===== src/rtl/assert_macros.svh =====
// assertion helpers used by the rtl
`ifndef ASSERT_MACROS_SVH
`define ASSERT_MACROS_SVH
`ifndef ASSERT_OFF
`define ASSERT_IMPL(lbl, clk, rstn, ante, cons) \
  lbl: assert property (@(posedge clk) disable iff (!rstn) (ante) |-> (cons)) \
    else $error("assertion lbl failed");
`define ASSERT_NEXT(lbl, clk, rstn, ante, cons) \
  lbl: assert property (@(posedge clk) disable iff (!rstn) (ante) |=> (cons)) \
    else $error("assertion lbl failed");
`else
`define ASSERT_IMPL(lbl, clk, rstn, ante, cons)
`define ASSERT_NEXT(lbl, clk, rstn, ante, cons)
`endif
`endif


===== src/rtl/rfr_pkg.sv =====
package rfr_pkg;

  localparam int IN_W    = 32;
  localparam int MAG_W   = IN_W + 1;
  localparam int RAD_W   = 2 * MAG_W;
  localparam int ROOT_W  = MAG_W;
  localparam int SREM_W  = ROOT_W + 2;
  localparam int QUO_W   = 31;
  localparam int DREM_W  = ROOT_W;
  localparam int RES_W   = 48;
  localparam int CHI_W   = 64;
  localparam int GRAD_W  = 32;
  localparam int HALF_W  = 17;
  localparam int R2_W    = 4 * HALF_W;
  localparam int R2H_W   = 2 * HALF_W;
  localparam int PP_W    = R2H_W + IN_W;
  localparam int PROD_W  = R2_W + IN_W;
  localparam int FRAC_SH = 16;

  typedef struct packed {
    logic             sx;
    logic             sy;
    logic [MAG_W-1:0] ux;
    logic [MAG_W-1:0] uy;
    logic [IN_W-1:0]  off;
    logic [IN_W-1:0]  meas;
    logic [IN_W-1:0]  w;
  } sq_pl_t;

  typedef struct packed {
    logic             sx;
    logic             sy;
    logic             coinc;
    logic [RES_W-1:0] pred;
    logic [RES_W-1:0] res;
    logic [IN_W-1:0]  w;
  } dv_pl_t;

endpackage


===== src/rtl/rfr_div_cell.sv =====
module rfr_div_cell #(
  parameter int PW = 1
) (
  input  logic                        clk_i,
  input  logic                        rst_ni,
  input  logic                        valid_i,
  input  logic [rfr_pkg::DREM_W-1:0]  dvsr_i,
  input  logic [rfr_pkg::DREM_W-1:0]  remx_i,
  input  logic [rfr_pkg::DREM_W-1:0]  remy_i,
  input  logic [rfr_pkg::QUO_W-1:0]   numx_i,
  input  logic [rfr_pkg::QUO_W-1:0]   numy_i,
  input  logic [rfr_pkg::QUO_W-1:0]   qx_i,
  input  logic [rfr_pkg::QUO_W-1:0]   qy_i,
  input  logic [PW-1:0]               pl_i,
  output logic                        valid_o,
  output logic [rfr_pkg::DREM_W-1:0]  dvsr_o,
  output logic [rfr_pkg::DREM_W-1:0]  remx_o,
  output logic [rfr_pkg::DREM_W-1:0]  remy_o,
  output logic [rfr_pkg::QUO_W-1:0]   numx_o,
  output logic [rfr_pkg::QUO_W-1:0]   numy_o,
  output logic [rfr_pkg::QUO_W-1:0]   qx_o,
  output logic [rfr_pkg::QUO_W-1:0]   qy_o,
  output logic [PW-1:0]               pl_o
);
  import rfr_pkg::*;

  logic [DREM_W:0]   tx, ty, dx_diff, dy_diff, dv;
  logic              gex, gey;
  logic [DREM_W-1:0] remx_d, remy_d;

  // restoring division, one quotient bit per lane per cell
  always_comb begin
    dv      = {1'b0, dvsr_i};
    tx      = {remx_i, numx_i[QUO_W-1]};
    ty      = {remy_i, numy_i[QUO_W-1]};
    dx_diff = tx - dv;
    dy_diff = ty - dv;
    gex     = (tx >= dv);
    gey     = (ty >= dv);
    remx_d  = gex ? dx_diff[DREM_W-1:0] : tx[DREM_W-1:0];
    remy_d  = gey ? dy_diff[DREM_W-1:0] : ty[DREM_W-1:0];
  end

  always_ff @(posedge clk_i or negedge rst_ni) begin
    if (!rst_ni) begin
      valid_o <= 1'b0;
    end else begin
      valid_o <= valid_i;
    end
  end

  always_ff @(posedge clk_i) begin
    dvsr_o <= dvsr_i;
    remx_o <= remx_d;
    remy_o <= remy_d;
    numx_o <= {numx_i[QUO_W-2:0], 1'b0};
    numy_o <= {numy_i[QUO_W-2:0], 1'b0};
    qx_o   <= {qx_i[QUO_W-2:0], gex};
    qy_o   <= {qy_i[QUO_W-2:0], gey};
    pl_o   <= pl_i;
  end

endmodule

===== config.mk =====
export PLATFORM = sky130hd
export DESIGN_NAME = rfr_div_cell
export DESIGN_NICKNAME = d
export VERILOG_FILES = /design/src/rtl/assert_macros.svh /design/src/rtl/rfr_pkg.sv /design/src/rtl/rfr_div_cell.sv
export SDC_FILE = /design/constraint.sdc
export NUM_CORES = 1
export LEC_CHECK = 0
export ABC_AREA = 1
export CELL_PAD_IN_SITES_DETAIL_PLACEMENT = 2
export CELL_PAD_IN_SITES_GLOBAL_PLACEMENT = 2
export CORE_MARGIN = 8
export CORE_UTILIZATION = 30
export DETAILED_ROUTE_END_ITERATION = 12
export DONT_BUFFER_PORTS = 1
export PLACE_DENSITY_LB_ADDON = 0.1
export SLEW_MARGIN = 20
export SYNTH_ARGS = -nofsm -noshare
export SYNTH_HDL_FRONTEND = slang
export SYNTH_SLANG_ARGS = --single-unit

===== constraint.sdc =====
create_clock -name clk_i -period 0.8 [get_ports clk_i]
set_input_delay 0.2 -clock clk_i [delete_from_list [all_inputs] [get_ports clk_i]]
set_output_delay 0.2 -clock clk_i [all_outputs]
set_load 0.02 [all_outputs]

==> results of run 1 <==
[stage by stage]
stage,hold slack [ps],TNS [ps],std cells
3_5_place_dp,-95.55,-84330,2251
4_1_cts,-347.9,-126510,2545
2_1_floorplan,-95.59,-55560,1559
3_3_place_gp,-95.55,-81290,2251
[repair_timing]
action | 4_1_cts
pin swaps | 70
setup endpoints to repair | 291
gates resized for setup | 322
setup buffers | 34
cloned | 3
hold buffers | 219
hold endpoints to repair | 222
[synthesized netlist by cell type]
master	count
nand2_8	1
nor2_2	7
nor2_4	3
buf_4	2
xor2_1	26
conb_1	1
ha_1	66
inv_1	281
nand2_4	2
nand3_1	117
xnor2_1	2
fa_1	2
buf_2	12
buf_8	1
o21bai_1	1
dfrtp_1	1
dfxtp_1	222
nand2_2	10
o21ai_0	2
or2_2	5
and2_1	11
nand3_2	21
nor2_1	77
a21o_1	4
nor3_2	4
nand2_1	582
and3_1	2
nand3b_1	20
inv_2	5
nor3_1	17
nand4_1	5
buf_6	5
a21oi_2	1
a21oi_1	40
[metal layers]
layer / track usage, % / GRT overflow
met1: 62.85 / 0
met3: 47.41 / 0
met4: 78.72 / 15
met2: 89.62 / 20
met5: 8.076 / 0
[logic make-up after synthesis]
group                    Yosys count
AND/OR/NAND/NOR                  884
AO/OA/AOI/OAI                     48
XOR/XNOR                          28
flip-flops                       223
buffers and inverters            306
adder cells (fa/ha/maj)           68
other                              1
==> results.yml, run 1 <==
clock_network:
  clockRootBuffer: "clkbuf_16"
  htree_levels: 1
  clkSinkCount: 223
  cts_inserted_buffers: 23
  cts_buffer_depth: 3
synthesis:
  synthCells: 1558
  synth_area_mm2: 0.01093
  synth_adder_area_share_pct: 7.920
  yosysWarnings: 0
  synth_xor_area_share_pct: 2.243
  ys_top_cells_by_area: "dfxtp_1 41%, nand2_1 20%, inv_1 9.6%, ha_1 7.6%, nand3_1 5.4%"
  ys_seq_elements: 223
  synth_top_area_share_pct: 40.65
  synth_top_family_by_area: "simple AND/OR/NAND/NOR gates"
  ys_types: 34
  synth_top_area_cell: "dfxtp_1"
  avgSynthCellArea_um2: 7.017
  synth_simple_gate_area_share_pct: 35.41
  ys_seq_area_share_pct: 40.88
  synth.mux.area_fraction_pct: 0
  synth_compound_area_share_pct: 2.346
timing:
  worst_path_end_type: "register input"
  worst_endpoint: "remx_o[20]$_DFF_P_/D"
run_status:
  stop_stage: "global routing"
  tool.error: "[ERROR GRT-0232] Routing congestion too high. Check the congestion heatmap in the GUI."
  status: "stopped before the end"
floorplanning:
  ioPinCount: 452
  die_x_um: 206.9
  start_util_pct: 30.15
  dieHeight_um: 206.9
  num_rows: 70
grt:
  globalRouteOverflowTotal: 35
  antenna_found_initial: 8
  grt_start_max_net_pins: 19
  grt_usage_pct: 67.62
placement:
  dp_slack_ps: -1629
  gp_congestion: 0.8531
  dp_hpwl_um: 42900
  post_dp_cell_area_mm2: 0.01372
  port-buffer-count: 0
==> inputs of run 2 (changes only) <==
- CELL_PAD_IN_SITES_DETAIL_PLACEMENT: 2 -> default
- CELL_PAD_IN_SITES_GLOBAL_PLACEMENT: 2 -> default
- CORE_UTILIZATION: 30 -> 40
- PLACE_DENSITY_LB_ADDON: 0.1 -> 0.15
- clock period: 0.8 -> 1.04 ns (I/O delays scaled with it)
==> run 2 against run 1 <==
The flow now finishes, with violations (setup timing). Area after synthesis stayed put. Synthesized cell count stayed put.
==> results.yml, run 2 <==
critical_path:
  endpoint_kind: "flip-flop"
  path_cells: "inv_1, buf_4, ha_1, inv_1, nor3_4, a21oi_2, nand2_2, nor2_4, nand2_8, buf_12, nand3_2, nand2_1"
  crit_path_top_delay_cell: "ha_1"
  crit_arrival_ps: 1960
  crit_type: "primary input to flip-flop"
  slowest_delay_ps: 300
  crit_top_cell: "inv_1"
  crit_path_max_fanout: 10
  crit_required_ps: 1430
  cp-start-kind: "primary input"
timing:
  setup_viol: 291
  finalMaxSlewViolations: 0
  rsz0062_at_grt: "true"
  whs_ps: 46.32
  period_minus_slack_ps: 1563
  finalCritPeriodShare_pct: 150.3
  timing.fmax_mhz: 639.7
  fin_ws_ps: -523.2
  hold_viol: 0
drt:
  routed_wl_um: 48100
  wl_per_cell_um: 20.35
  via_count: 11440
  viasPerCell: 4.837
  route.detailed.drc: 0
  ant_nets: 0
  drtIter0Drc: 636
  firstDrtPassIters: 6
clock_network:
  cts_inserted_buffers: 23
  htree_levels: 1
  cts_buffer_depth: 3
  clkSinkCount: 223
  clockRootBuffer: "clkbuf_16"
  clkTransAtPathRegs_ps: 70
  cts_tree: "yes"
pwr:
  finalPower_uw: 25320
  leakage_uw: 0.008835
  p_per_area_mw_per_mm2: 1406
  max-vdd-ir-drop_uv: 981.6
placement:
  port-buffer-count: 0
  dp.cells: 2094
  gp_congestion: 0.9211
  dp_hpwl_um: 35290
  dp_slack_ps: -1036
run_status:
  violations: "setup timing"
  status: "finished, violations left"
final_layout:
  fillers: 2170
  multi_input_area_mm2: 0.006335
  seq_area_mm2: 0.005271
  final_common_cell: "nand2_1"
  drive_gt1_share_pct: 36.30
  fin_cells: 2364
  area_growth_pct: 64.70
  largestRegisters: "dvsr_o (33), remx_o (33), remy_o (33)"
  nets: 2304
  layout_common_cells: "494 x nand2_1, 259 x inv_1, 223 x dlygate4sd3_1, 209 x dfxtp_4, 197 x buf_4"
grt:
  globalRouteOverflowTotal: 0
  antenna_found_initial: 1
  grt_pass1_wl_um: 69170
  grt_start_max_net_pins: 21
  grt_usage_pct: 27.03
  grt_pass1_vias: 11660
synthesis:
  synth_top_area_cell: "dfxtp_1"
  yosysMostFrequentCell: "nand2_1"
  ys_seq_area_share_pct: 40.88
  ys_top_cells_by_area: "dfxtp_1 41%, nand2_1 20%, inv_1 9.6%, ha_1 7.6%, nand3_1 5.4%"
  async_flop_share_pct: 0.4484
  avgSynthCellArea_um2: 7.017
  synth_top_area_share_pct: 40.65
  synth-main-ff-cell: "dfxtp_1"
  synthCells: 1558
  ys_types: 34
  yosysWarnings: 0
  synth_area_mm2: 0.01093
  synth-edff-count: 0
  yosys-top-cells-count: "582 x nand2_1, 281 x inv_1, 222 x dfxtp_1"
  ys_seq_elements: 223
floorplanning:
  core_area_mm2: 0.02688
  ioPinCount: 452
  die_area_mm2: 0.03288
  num_rows: 60
  dieHeight_um: 181.3
  die_x_um: 181.3
  start_util_pct: 40.68
worst_hold_path:
  worstHoldEndpoint: "remx_o[0]"
  min_from: "dvsr_i[0]"
  min_path_cells: 4
  hp-class: "primary input to flip-flop"
flow_run:
  max_cap_viol_count: 0
-- run 2: cell counts after synthesis --
No cell type changed its count.
-- run 2: layout make-up --
| cell class | instances | area share, % |
|---|---|---|
| clock buffers | 27 | 3.336 |
| diodes | 1 | 0.01390 |
| inverters | 286 | 6.393 |
| flip-flops and latches | 223 | 29.28 |
| multi-input cells | 1031 | 35.18 |
| repair buffers | 444 | 22.97 |
| well taps | 341 | 2.370 |
| clock inverters | 11 | 0.4587 |
-- run 2: per-stage QoR --
stage | utilization [%] | area [µm²] | setup TNS, ps
finish | 66.99 | 18000 | -56830
global route | 66.99 | 18000 | -66960
CTS | 61.95 | 16650 | -65950
detailed placement | 49.92 | 13420 | -65840
global placement | 49.92 | 13420 | -65900
floorplan | - | 11400 | -43320
-- run 2: cells by family (layout without fill, tap and decap cells) --
group | Yosys count | count (layout) | synth area share (%)
buf+inv | 306 | 768 | 11.16
fa+ha+maj | 68 | 68 | 7.920
other cells | 1 | 3 | 0.03430
simple gates | 884 | 885 | 35.41
xor+xnor | 28 | 28 | 2.243
flops | 223 | 223 | 40.88
compound gates | 48 | 48 | 2.346
-- run 2: how the worst max path moves through the flow --
stage | startpoint | end | slack, ps | cells after the start
finish | dvsr_i[32] | remy_o[20] | -520 | 12
global placement | dvsr_i[29] | remx_o[25] | -1040 | 12
global route | dvsr_i[32] | remy_o[20] | -590 | 14
detailed placement | dvsr_i[32] | remx_o[25] | -1040 | 12
floorplan | dvsr_i[29] | remx_o[25] | -660 | 12
CTS | dvsr_i[29] | remx_o[0] | -420 | 12
-- run 2: where the power goes --
part,switching [µW],leakage (µW),internal (µW)
Combinational,3380,0.00654,3170
Clock,3490,0.000333,4170
Sequential,1610,0.00196,9500
-- run 2: repair_timing --
item / 4_1_cts / 5_1_grt
cloned: 0 / 6
hold buffers: 223 / 0
endpoints found under the hold margin: 222 / 0
pin swaps: 2 / 26
setup endpoints to repair: 291 / 291
setup buffers: 0 / 2
resized for setup: 113 / 499
-- run 2: routing by layer --
metal  track usage (%)  vias up  wire length [µm]
met5                 0        -                 0
met4             9.511        0              1914
met3             5.617       98              2883
met2             51.53      395             25400
met1             28.91     5306             17900
li1                  -     5636                 -
-- run 2: worst max-delay path, delay by kind of cell --
kind	cells	cell delay (ps)
compound gates	1	170
buf+inv	4	560
fa+ha+maj	1	300
simple gates	6	650
Note: power is estimated with default switching activity, not from simulation.
