--- config.mk ---
export PLATFORM = sky130hd
export DESIGN_NAME = rfr_sqrt_cell
export DESIGN_NICKNAME = d
export VERILOG_FILES = /design/src/rtl/assert_macros.svh /design/src/rtl/rfr_pkg.sv /design/src/rtl/rfr_sqrt_cell.sv
export SDC_FILE = /design/constraint.sdc
export NUM_CORES = 1
export LEC_CHECK = 0
export BUFFER_PORTS_ARGS = -buffer_cell sky130_fd_sc_hd__buf_2
export CORE_ASPECT_RATIO = 1.75
export CORE_MARGIN = 2
export CORE_UTILIZATION = 41
export DETAILED_ROUTE_END_ITERATION = 16
export PLACE_DENSITY = 0.76
export SLEW_MARGIN = 20
export SYNTH_ARGS = -nofsm -noshare
export SYNTH_HDL_FRONTEND = slang
export SYNTH_SLANG_ARGS = --single-unit
--- constraint.sdc ---
create_clock -name clk_i -period 0.8 [get_ports clk_i]
set_clock_uncertainty 0.05 [all_clocks]
set_input_delay 0.12 -clock clk_i [delete_from_list [all_inputs] [get_ports clk_i]]
set_output_delay 0.12 -clock clk_i [all_outputs]
set_load 0.02 [all_outputs]
--- src/rtl/assert_macros.svh ---
// assertion helpers used by the rtl
`ifndef ASSERT_MACROS_SVH
`define ASSERT_MACROS_SVH
`ifndef ASSERT_OFF
`define ASSERT_IMPL(lbl, clk, rstn, ante, cons) \
  lbl: assert property (@(posedge clk) disable iff (!rstn) (ante) |-> (cons)) \
    else $error("assertion lbl failed");
`define ASSERT_NEXT(lbl, clk, rstn, ante, cons) \
  lbl: assert property (@(posedge clk) disable iff (!rstn) (ante) |=> (cons)) \
    else $error("assertion lbl failed");
`else
`define ASSERT_IMPL(lbl, clk, rstn, ante, cons)
`define ASSERT_NEXT(lbl, clk, rstn, ante, cons)
`endif
`endif

--- src/rtl/rfr_pkg.sv ---
package rfr_pkg;

  localparam int IN_W    = 32;
  localparam int MAG_W   = IN_W + 1;
  localparam int RAD_W   = 2 * MAG_W;
  localparam int ROOT_W  = MAG_W;
  localparam int SREM_W  = ROOT_W + 2;
  localparam int QUO_W   = 31;
  localparam int DREM_W  = ROOT_W;
  localparam int RES_W   = 48;
  localparam int CHI_W   = 64;
  localparam int GRAD_W  = 32;
  localparam int HALF_W  = 17;
  localparam int R2_W    = 4 * HALF_W;
  localparam int R2H_W   = 2 * HALF_W;
  localparam int PP_W    = R2H_W + IN_W;
  localparam int PROD_W  = R2_W + IN_W;
  localparam int FRAC_SH = 16;

  typedef struct packed {
    logic             sx;
    logic             sy;
    logic [MAG_W-1:0] ux;
    logic [MAG_W-1:0] uy;
    logic [IN_W-1:0]  off;
    logic [IN_W-1:0]  meas;
    logic [IN_W-1:0]  w;
  } sq_pl_t;

  typedef struct packed {
    logic             sx;
    logic             sy;
    logic             coinc;
    logic [RES_W-1:0] pred;
    logic [RES_W-1:0] res;
    logic [IN_W-1:0]  w;
  } dv_pl_t;

endpackage

--- src/rtl/rfr_sqrt_cell.sv ---
module rfr_sqrt_cell #(
  parameter int PW = 1
) (
  input  logic                        clk_i,
  input  logic                        rst_ni,
  input  logic                        valid_i,
  input  logic [rfr_pkg::RAD_W-1:0]   rad_i,
  input  logic [rfr_pkg::ROOT_W-1:0]  root_i,
  input  logic [rfr_pkg::SREM_W-1:0]  rem_i,
  input  logic [PW-1:0]               pl_i,
  output logic                        valid_o,
  output logic [rfr_pkg::RAD_W-1:0]   rad_o,
  output logic [rfr_pkg::ROOT_W-1:0]  root_o,
  output logic [rfr_pkg::SREM_W-1:0]  rem_o,
  output logic [PW-1:0]               pl_o
);
  import rfr_pkg::*;

  logic [SREM_W+1:0] acc, trial, diff;
  logic              ge;
  logic [SREM_W-1:0] rem_d;
  logic [ROOT_W-1:0] root_d;

  // one root bit per cell, two radicand bits brought down
  always_comb begin
    acc    = {rem_i, rad_i[RAD_W-1 -: 2]};
    trial  = {2'b00, root_i, 2'b01};
    diff   = acc - trial;
    ge     = (acc >= trial);
    rem_d  = ge ? diff[SREM_W-1:0] : acc[SREM_W-1:0];
    root_d = {root_i[ROOT_W-2:0], ge};
  end

  always_ff @(posedge clk_i or negedge rst_ni) begin
    if (!rst_ni) begin
      valid_o <= 1'b0;
    end else begin
      valid_o <= valid_i;
    end
  end

  always_ff @(posedge clk_i) begin
    rad_o  <= {rad_i[RAD_W-3:0], 2'b00};
    root_o <= root_d;
    rem_o  <= rem_d;
    pl_o   <= pl_i;
  end

endmodule

==> results.txt, run 1 <==
----------------------------------------------------
[Synth]
  Main combinational cell family by area after synthesis ... compound AO/OA/AOI/OAI gates
  Xor-xnor portion of the synthesized cell area ... around 5.4%
  Gate count of the mapped netlist ... 490
  Ys flop type ... sky130_fd_sc_hd__dfxtp_1
  Total of warnings raised by yosys ... 0
  Main area contributors after synthesis ... sky130_fd_sc_hd__dfxtp_1 50%, sky130_fd_sc_hd__ha_1 8.2%, sky130_fd_sc_hd__mux2_4 7.0%, sky130_fd_sc_hd__a21o_1 3.6%, sky130_fd_sc_hd__xnor2_1 3.1%
  Proportion of netlist area held by the largest area contributor ... between 40% and 50%
  Fraction of the mapped netlist area in compound gates ... ~14%
  Most common cell in the synthesized netlist ... sky130_fd_sc_hd__dfxtp_1
  Synth Area in Adders ... 8.19%
  Simple-gate share of the synthesized area ... approximately 8%
  Share of synthesized area occupied by flip-flops and latches ... 50.2%
  Portion of netlist area occupied by mux cells ... approximately 8.8%
  Biggest area consumer among synthesized cells ... sky130_fd_sc_hd__dfxtp_1
  Netlist cell types ... 58
  EDFF count, synth ... 0
  Synth Register Bits ... approximately 130
  Proportion of register bits with asynchronous set or reset after synthesis ... less than 1%
  Average size of a mapped cell ... ~11 sq um
  Post-synthesis instance area ... 5350 sq um
  Most frequent cells after synthesis ... 133 x sky130_fd_sc_hd__dfxtp_1, 41 x sky130_fd_sc_hd__inv_1, 35 x sky130_fd_sc_hd__ha_1

[Run]
  Max-cap violations ... 0

[Die]
  Standard-cell rows ... 55
  Number of top-level pins ... 274
  Core Area ... between 10000 and 15000 sq um
  Overall die area ... around 14000 sq um
  Die outline width ... about 90 um
  Starting Density ... between 40 and 50%
  Die outline height ... around 160 um

[STA]
  Final WS setup ... -1.69 ns
  Number of max-slew violations in the final report ... 0
  Number of endpoints failing setup at the final stage ... 170
  Min Hold Slack ... -0.0726 ns
  Max frequency ... 402 MHz
  Final critical-path required period ... between 2 and 2.5 ns
  Unrepaired setup endpoints after global routing ... yes
  Share of the cycle needed by the critical path after routing ... 311%
  Final total negative setup slack ... -90.14 ns
  Total count of hold-check failures in the final report ... 7

[Pwr]
  IR drop worst, VDD ... ~1700 uV
  LEAKAGE ... 5.31 nW
  Power density relative to cell area ... ~2100 nW/um^2

[GRT]
  Total grt overflow ... 0
  Number of global-route vias before repair ... about 6600
  First-pass GRT wire length ... 35900 um
  Largest net degree at the start of global routing ... 17
  Global-route usage over all layers ... 33.4%
  Number of antenna violations at the first check in global routing ... 4

[Layout]
  Layout cell share with drive strength beyond 1 ... roughly 64%
  Synthesis-to-layout area growth ... 105%
  Number of fill cells ... 588
  Post-route cell area ... about 11000 sq um
  Final layout net count ... ~1200
  Fin cells ... 1192

[Place]
  Placed cell count ... between 1000 and 1500
  Post-placement setup slack ... -1.92 ns
  Area after detailed placement ... around 7800 sq um
  GP Congestion ... approximately 0.85
  Number of buffer cells added on primary ports ... 271
  Detailed Place HPWL ... between 10000 and 15000 um

[Detailed routing]
  DRC marker count from the first detailed-route iteration ... 378
  Iteration count of the initial detailed-routing pass ... 6
  Routed via count divided by cell count ... about 5.2
  Post-detailed-route DRC marker count ... 0
  Vias ... 6200
  Avg WL per Cell ... ~21 um
  Number of antenna-violating nets in the routed design ... 0
  Total length of routed wires ... roughly 26000 um

[Worst setup path]
  Count of buffering cells on the critical path with inverters included ... 2
  Timing startpoint of the critical path ... rem_i[3]
  Arrival @ worst endpoint ... around 2.7 ns
  Delay of the slowest cell on the worst path ... 0.47 ns
  Worst endpoint required time ... 1.05 ns
  Capture point of the worst path ... rem_o[18]
  Family with the most delay on the worst path ... compound AO/OA/AOI/OAI gates
  Critical path type ... in2reg
  Peak fanout along the critical path ... 6
  Type of element launching the critical path ... input port
  Critical path endpoint category ... flop
  Cell with the largest stage delay on the worst path ... sky130_fd_sc_hd__nor4_2
  Worst path depth ... 11
  Worst-path cell chain ... buf_6, ha_4, o21a_1, o211ai_2, a311oi_2, nor4_2, a2111oi_2, o21a_2, o211a_4, clkbuf_16, mux2_4

[Min path]
  Hold Path Origin ... rem_i[22]
  Min-Delay Path Class ... in2reg

[CTS]
  Buffer cell driving the clock tree root ... sky130_fd_sc_hd__clkbuf_16
  Clock Path Buffers ... 2
  Number of clock sinks ... 134
  Number of clock buffers inserted by TritonCTS ... 17
  CTS H-tree lvls ... 4
  CTS tree ... done
  Reg clk slew, reported paths ... ~0.060 ns

[Outcome]
  Violated checks ... hold timing, setup timing
  Run status ... finished with violations

----------------------------------------------------
==> layer usage <==
metal	share of wire, %	GRT usage, %	up-vias
li1	-	-	2731
met1	31	29.4	2934
met2	55	66.9	400
met3	6.9	7.55	135
met4	7.2	20.4	0
met5	0	0	-
==> final cells by class <==
cell class / count / area (sq um) / area share, %
multi-input cells: 298 / 2730 / 24.8
inverters: 41 / 179 / 1.63
well taps: 171 / 214 / 1.95
diodes: 4 / 10.0 / 0.0912
clock buffers: 18 / 439 / 4.00
flip-flops and latches: 134 / 2850 / 26.0
clock inverters: 14 / 128 / 1.16
repair buffers: 512 / 4420 / 40.3
==> metrics by stage <==
| stage | power [W] | util (%) |
|---|---|---|
| 6_report | 0.0231 | 85.3 |
| 5_1_grt | 0.0237 | 85.3 |
| 4_1_cts | 0.0223 | 83.7 |
| 3_5_place_dp | 0.0130 | 60.7 |
| 3_3_place_gp | 0.0130 | 60.7 |
| 2_1_floorplan | 0.0109 | - |
==> cell usage in the layout (no fill, tap or decap), drive strengths merged, types with 3 or more instances in the layout <==
master       count
mux2            31
nor4             3
o211ai           3
clkinv           3
a21oi           30
o21bai           3
a21o            26
nand3            9
xor2            14
o21ai           13
nor2b            4
clkbuf          19
and3             4
dlygate4sd3    118
o221ai           4
buf            393
xnor2           19
nand4            8
dfxtp          133
diode            4
o21a             4
a31o             4
inv             50
mux2i            3
nand2           25
ha              35
nor2            22
==> cell families (layout without fill, tap and decap cells) <==
kind of cell / Yosys count / in the layout
flip-flops: 134 / 134
AO/OA/AOI/OAI: 107 / 107
AND/OR/NAND/NOR: 87 / 87
buffers and inverters: 59 / 585
adder cells (fa/ha/maj): 35 / 35
multiplexers: 34 / 34
XOR/XNOR: 33 / 33
other: 1 / 6
==> repair_timing <==
item / 4_1_cts / 5_1_grt
hold endpoints to repair: 130 / 9
hold buffers: 117 / 1
setup endpoints to repair: 170 / 170
setup buffers: 7 / 5
cloned: 1 / 1
pin swaps: 6 / 13
resized for setup: 421 / 37
==> power breakdown <==
group / switching, W / internal [W]
clock: 0.00344 / 0.00419
sequential: 0.000440 / 0.00753
combinational: 0.00342 / 0.00406
==> how the worst min path moves through the flow <==
stage                     end  slack, ns  cells past startpoint
floorplan             valid_o      -0.23                      0
global placement      valid_o      -0.16                      1
detailed placement    valid_o      -0.15                      1
CTS                 rem_o[19]      -0.08                      2
global route        rem_o[24]      -0.07                      2
finish              rem_o[24]      -0.07                      2
==> sequential cells by signal, indices dropped and copies added (netlist names) <==
register / flops
rem_o: 35
rad_o: 64
pl_o: 1
root_o: 33
valid_o: 1
Power figures use the tool's default switching activity.
==> run 2: changes to the inputs <==
- MAX_ROUTING_LAYER: default -> met4
- PLACE_DENSITY: 0.76 -> default
- PLACE_DENSITY_LB_ADDON: default -> 0.2
==> results.txt, run 2 (synthesized netlist as in run 1, its figures left out) <==
----------------------------------------------------
[Place]
  Post-placement setup slack ... -1.95 ns (-0.0286 ns)
  Number of buffer cells added on primary ports ... 271 (unchanged)
  Placed cell count ... 1019 (-0.68%)
  GP Congestion ... 0.934 (+10%)
  Detailed Place HPWL ... 13200 um (+1.8%)

[STA]
  Number of endpoints failing setup at the final stage ... 170 (unchanged)
  Final critical-path required period ... 2.26 ns (-0.232 ns)
  Max frequency ... 443 MHz (+10%)
  Number of max-slew violations in the final report ... 0 (unchanged)
  Unrepaired setup endpoints after global routing ... yes
  Share of the cycle needed by the critical path after routing ... 282% (-29 points)
  Min Hold Slack ... -0.0266 ns (+0.0459 ns)
  Total count of hold-check failures in the final report ... 5 (-2)
  Final WS setup ... -1.46 ns (+0.232 ns)

[Worst setup path]
  Type of element launching the critical path ... input port
  Worst endpoint required time ... 1.06 ns (about the same)
  Family with the most delay on the worst path ... compound AO/OA/AOI/OAI gates
  Critical path type ... in2reg
  Critical path endpoint category ... flop
  Delay of the slowest cell on the worst path ... 0.44 ns (-0.03 ns)
  Arrival @ worst endpoint ... 2.51 ns (-0.22 ns)
  Count of buffering cells on the critical path with inverters included ... 3 (+1)
  Cell with the largest stage delay on the worst path ... sky130_fd_sc_hd__a2111oi_4
  Peak fanout along the critical path ... 4 (-2)
  Worst-path cell chain ... buf_2, ha_4, buf_4, a21oi_1, nor2_1, a2111oi_4, o221ai_2, o21ai_1, buf_4, o21ai_0, xor2_1, mux2_4
  Cell repeated most along the worst path ... sky130_fd_sc_hd__buf_4

[GRT]
  Global-route usage over all layers ... 33.7% (+0.23 points)
  Number of global-route vias before repair ... 6602 (+0.76%)
  Total grt overflow ... 0 (unchanged)
  Largest net degree at the start of global routing ... 17 (unchanged)
  Number of antenna violations at the first check in global routing ... 2 (-2)
  First-pass GRT wire length ... 35100 um (-2.3%)

[Die]
  Standard-cell rows ... 55 (unchanged)
  Die outline width ... 90.4 um (unchanged)
  Core Area ... 12900 sq um (unchanged)
  Number of top-level pins ... 274 (unchanged)
  Overall die area ... 14000 sq um (unchanged)
  Die outline height ... 155 um (unchanged)
  Starting Density ... 41.6% (unchanged)

[Layout]
  Max FFs per register ... 64 (unchanged)
  Fin cells ... 1193 (+0.084%)
  Synthesis-to-layout area growth ... 107%
  Layout cell share with drive strength beyond 1 ... 63.1% (-0.38 points)
  Most common cell after layout, fill and taps aside ... sky130_fd_sc_hd__buf_6
  Largest regs ... rad_o: 64 flops, rem_o: 35 flops, root_o: 33 flops
  Final layout net count ... 1180 (+0.25%)
  Top register by number of flip-flops ... rad_o
  Commonest cells after routing, fill and taps aside ... 140 x sky130_fd_sc_hd__buf_6, 133 x sky130_fd_sc_hd__buf_2, 133 x sky130_fd_sc_hd__dfxtp_2
  Number of fill cells ... 637 (+8.3%)

[Detailed routing]
  DRC marker count from the first detailed-route iteration ... 370 (-2.1%)
  Vias ... 6000 (-3.2%)
  Post-detailed-route DRC marker count ... 0 (unchanged)
  Total length of routed wires ... 23700 um (-7.3%)
  Number of antenna-violating nets in the routed design ... 0 (unchanged)
  Iteration count of the initial detailed-routing pass ... 5 (-1)
  Routed via count divided by cell count ... 5.03 (-3.3%)
  Avg WL per Cell ... 19.9 um (-7.4%)

[CTS]
  Reg clk slew, reported paths ... 0.07 ns (about the same)
  Clock Path Buffers ... 2 (unchanged)
  Number of clock sinks ... 134 (unchanged)
  Buffer cell driving the clock tree root ... sky130_fd_sc_hd__clkbuf_16
  CTS H-tree lvls ... 4 (unchanged)
  CTS tree ... done
  Number of clock buffers inserted by TritonCTS ... 17 (unchanged)

[Min path]
  Min-Delay Path Class ... in2reg

[Outcome]
  Run status ... finished with violations
  Violated checks ... hold timing, setup timing

[Pwr]
  LEAKAGE ... 5.36 nW (+0.98%)
  IR drop worst, VDD ... 1680 uV (-0.25%)
  Power density relative to cell area ... 2130 nW/um^2 (+1.1%)

[Run]
  Max-cap violations ... 0 (unchanged)

----------------------------------------------------
## run 2: changes by cell type in the layout (fill, tap and decap cells not counted), moves of 3 or more
| cell | previous run | this run |
|---|---|---|
| sky130_fd_sc_hd__a21oi_2 | 2 | 7 |
| sky130_fd_sc_hd__buf_4 | 116 | 111 |
| sky130_fd_sc_hd__buf_16 | 0 | 4 |
| sky130_fd_sc_hd__dlygate4sd3_1 | 118 | 122 |
| sky130_fd_sc_hd__a21oi_1 | 26 | 23 |
| sky130_fd_sc_hd__nor4_2 | 3 | 0 |
## run 2: through the flow
step	instance area, sq um	setup TNS [ns]	util [%]	power, W
floorplan	5540	-55.57	-	0.0109
global placement	7750	-65.57	60.2	0.0129
detailed placement	7750	-67.88	60.2	0.0130
CTS	10900	-79.96	84.7	0.0230
global route	11100	-85.58	86.0	0.0242
finish	11100	-80.22	86.0	0.0235
## run 2: repair_timing
item / CTS / global route
gates resized for setup: 435 / 23
pin swaps: 9 / 7
gates cloned: 4 / 0
endpoints found under the setup margin: 170 / 170
hold buffers: 120 / 2
hold endpoints to repair: 129 / 8
buffers inserted: 11 / 3
## run 2: final cells by class
type                       instances  area [sq um]  share of cell area (%)
antenna                            2          5.00                  0.0452
tap                              171           214                    1.93
timing repair buffer             515          4500                    40.7
inverter                          41           176                    1.60
sequential                       134          2850                    25.8
multi-input combinational        298          2710                    24.5
clock inverter                    14           166                    1.50
clock buffer                      18           429                    3.88
## run 2: metal layers
metal / up-vias / wire length (um) / share of wire (%) / GRT usage (%)
met4: 0 / 1460 / 6.2 / 18.3
met1: 2828 / 7890 / 33 / 29.9
li1: 2746 / - / - / -
met5: - / 0 / 0 / -
met2: 328 / 12800 / 54 / 63.5
met3: 98 / 1550 / 6.5 / 9.35
## run 2: worst paths after layout
check                         start   endpoint  slack, ns  cells past startpoint
max                        rem_i[3]  rem_o[30]      -1.46                     12
min                        rem_i[5]   rem_o[7]      -0.03                      2
max in group asynchronous    rst_ni    valid_o       0.06                      3
min in group asynchronous    rst_ni    valid_o       0.52                      3
## run 2: where the power goes
part	total (W)	switching [W]	internal, W
logic	0.00748	0.00338	0.00410
registers	0.00792	0.000394	0.00753
clock network	0.00811	0.00341	0.00470
total	0.0235	0.00718	0.0163
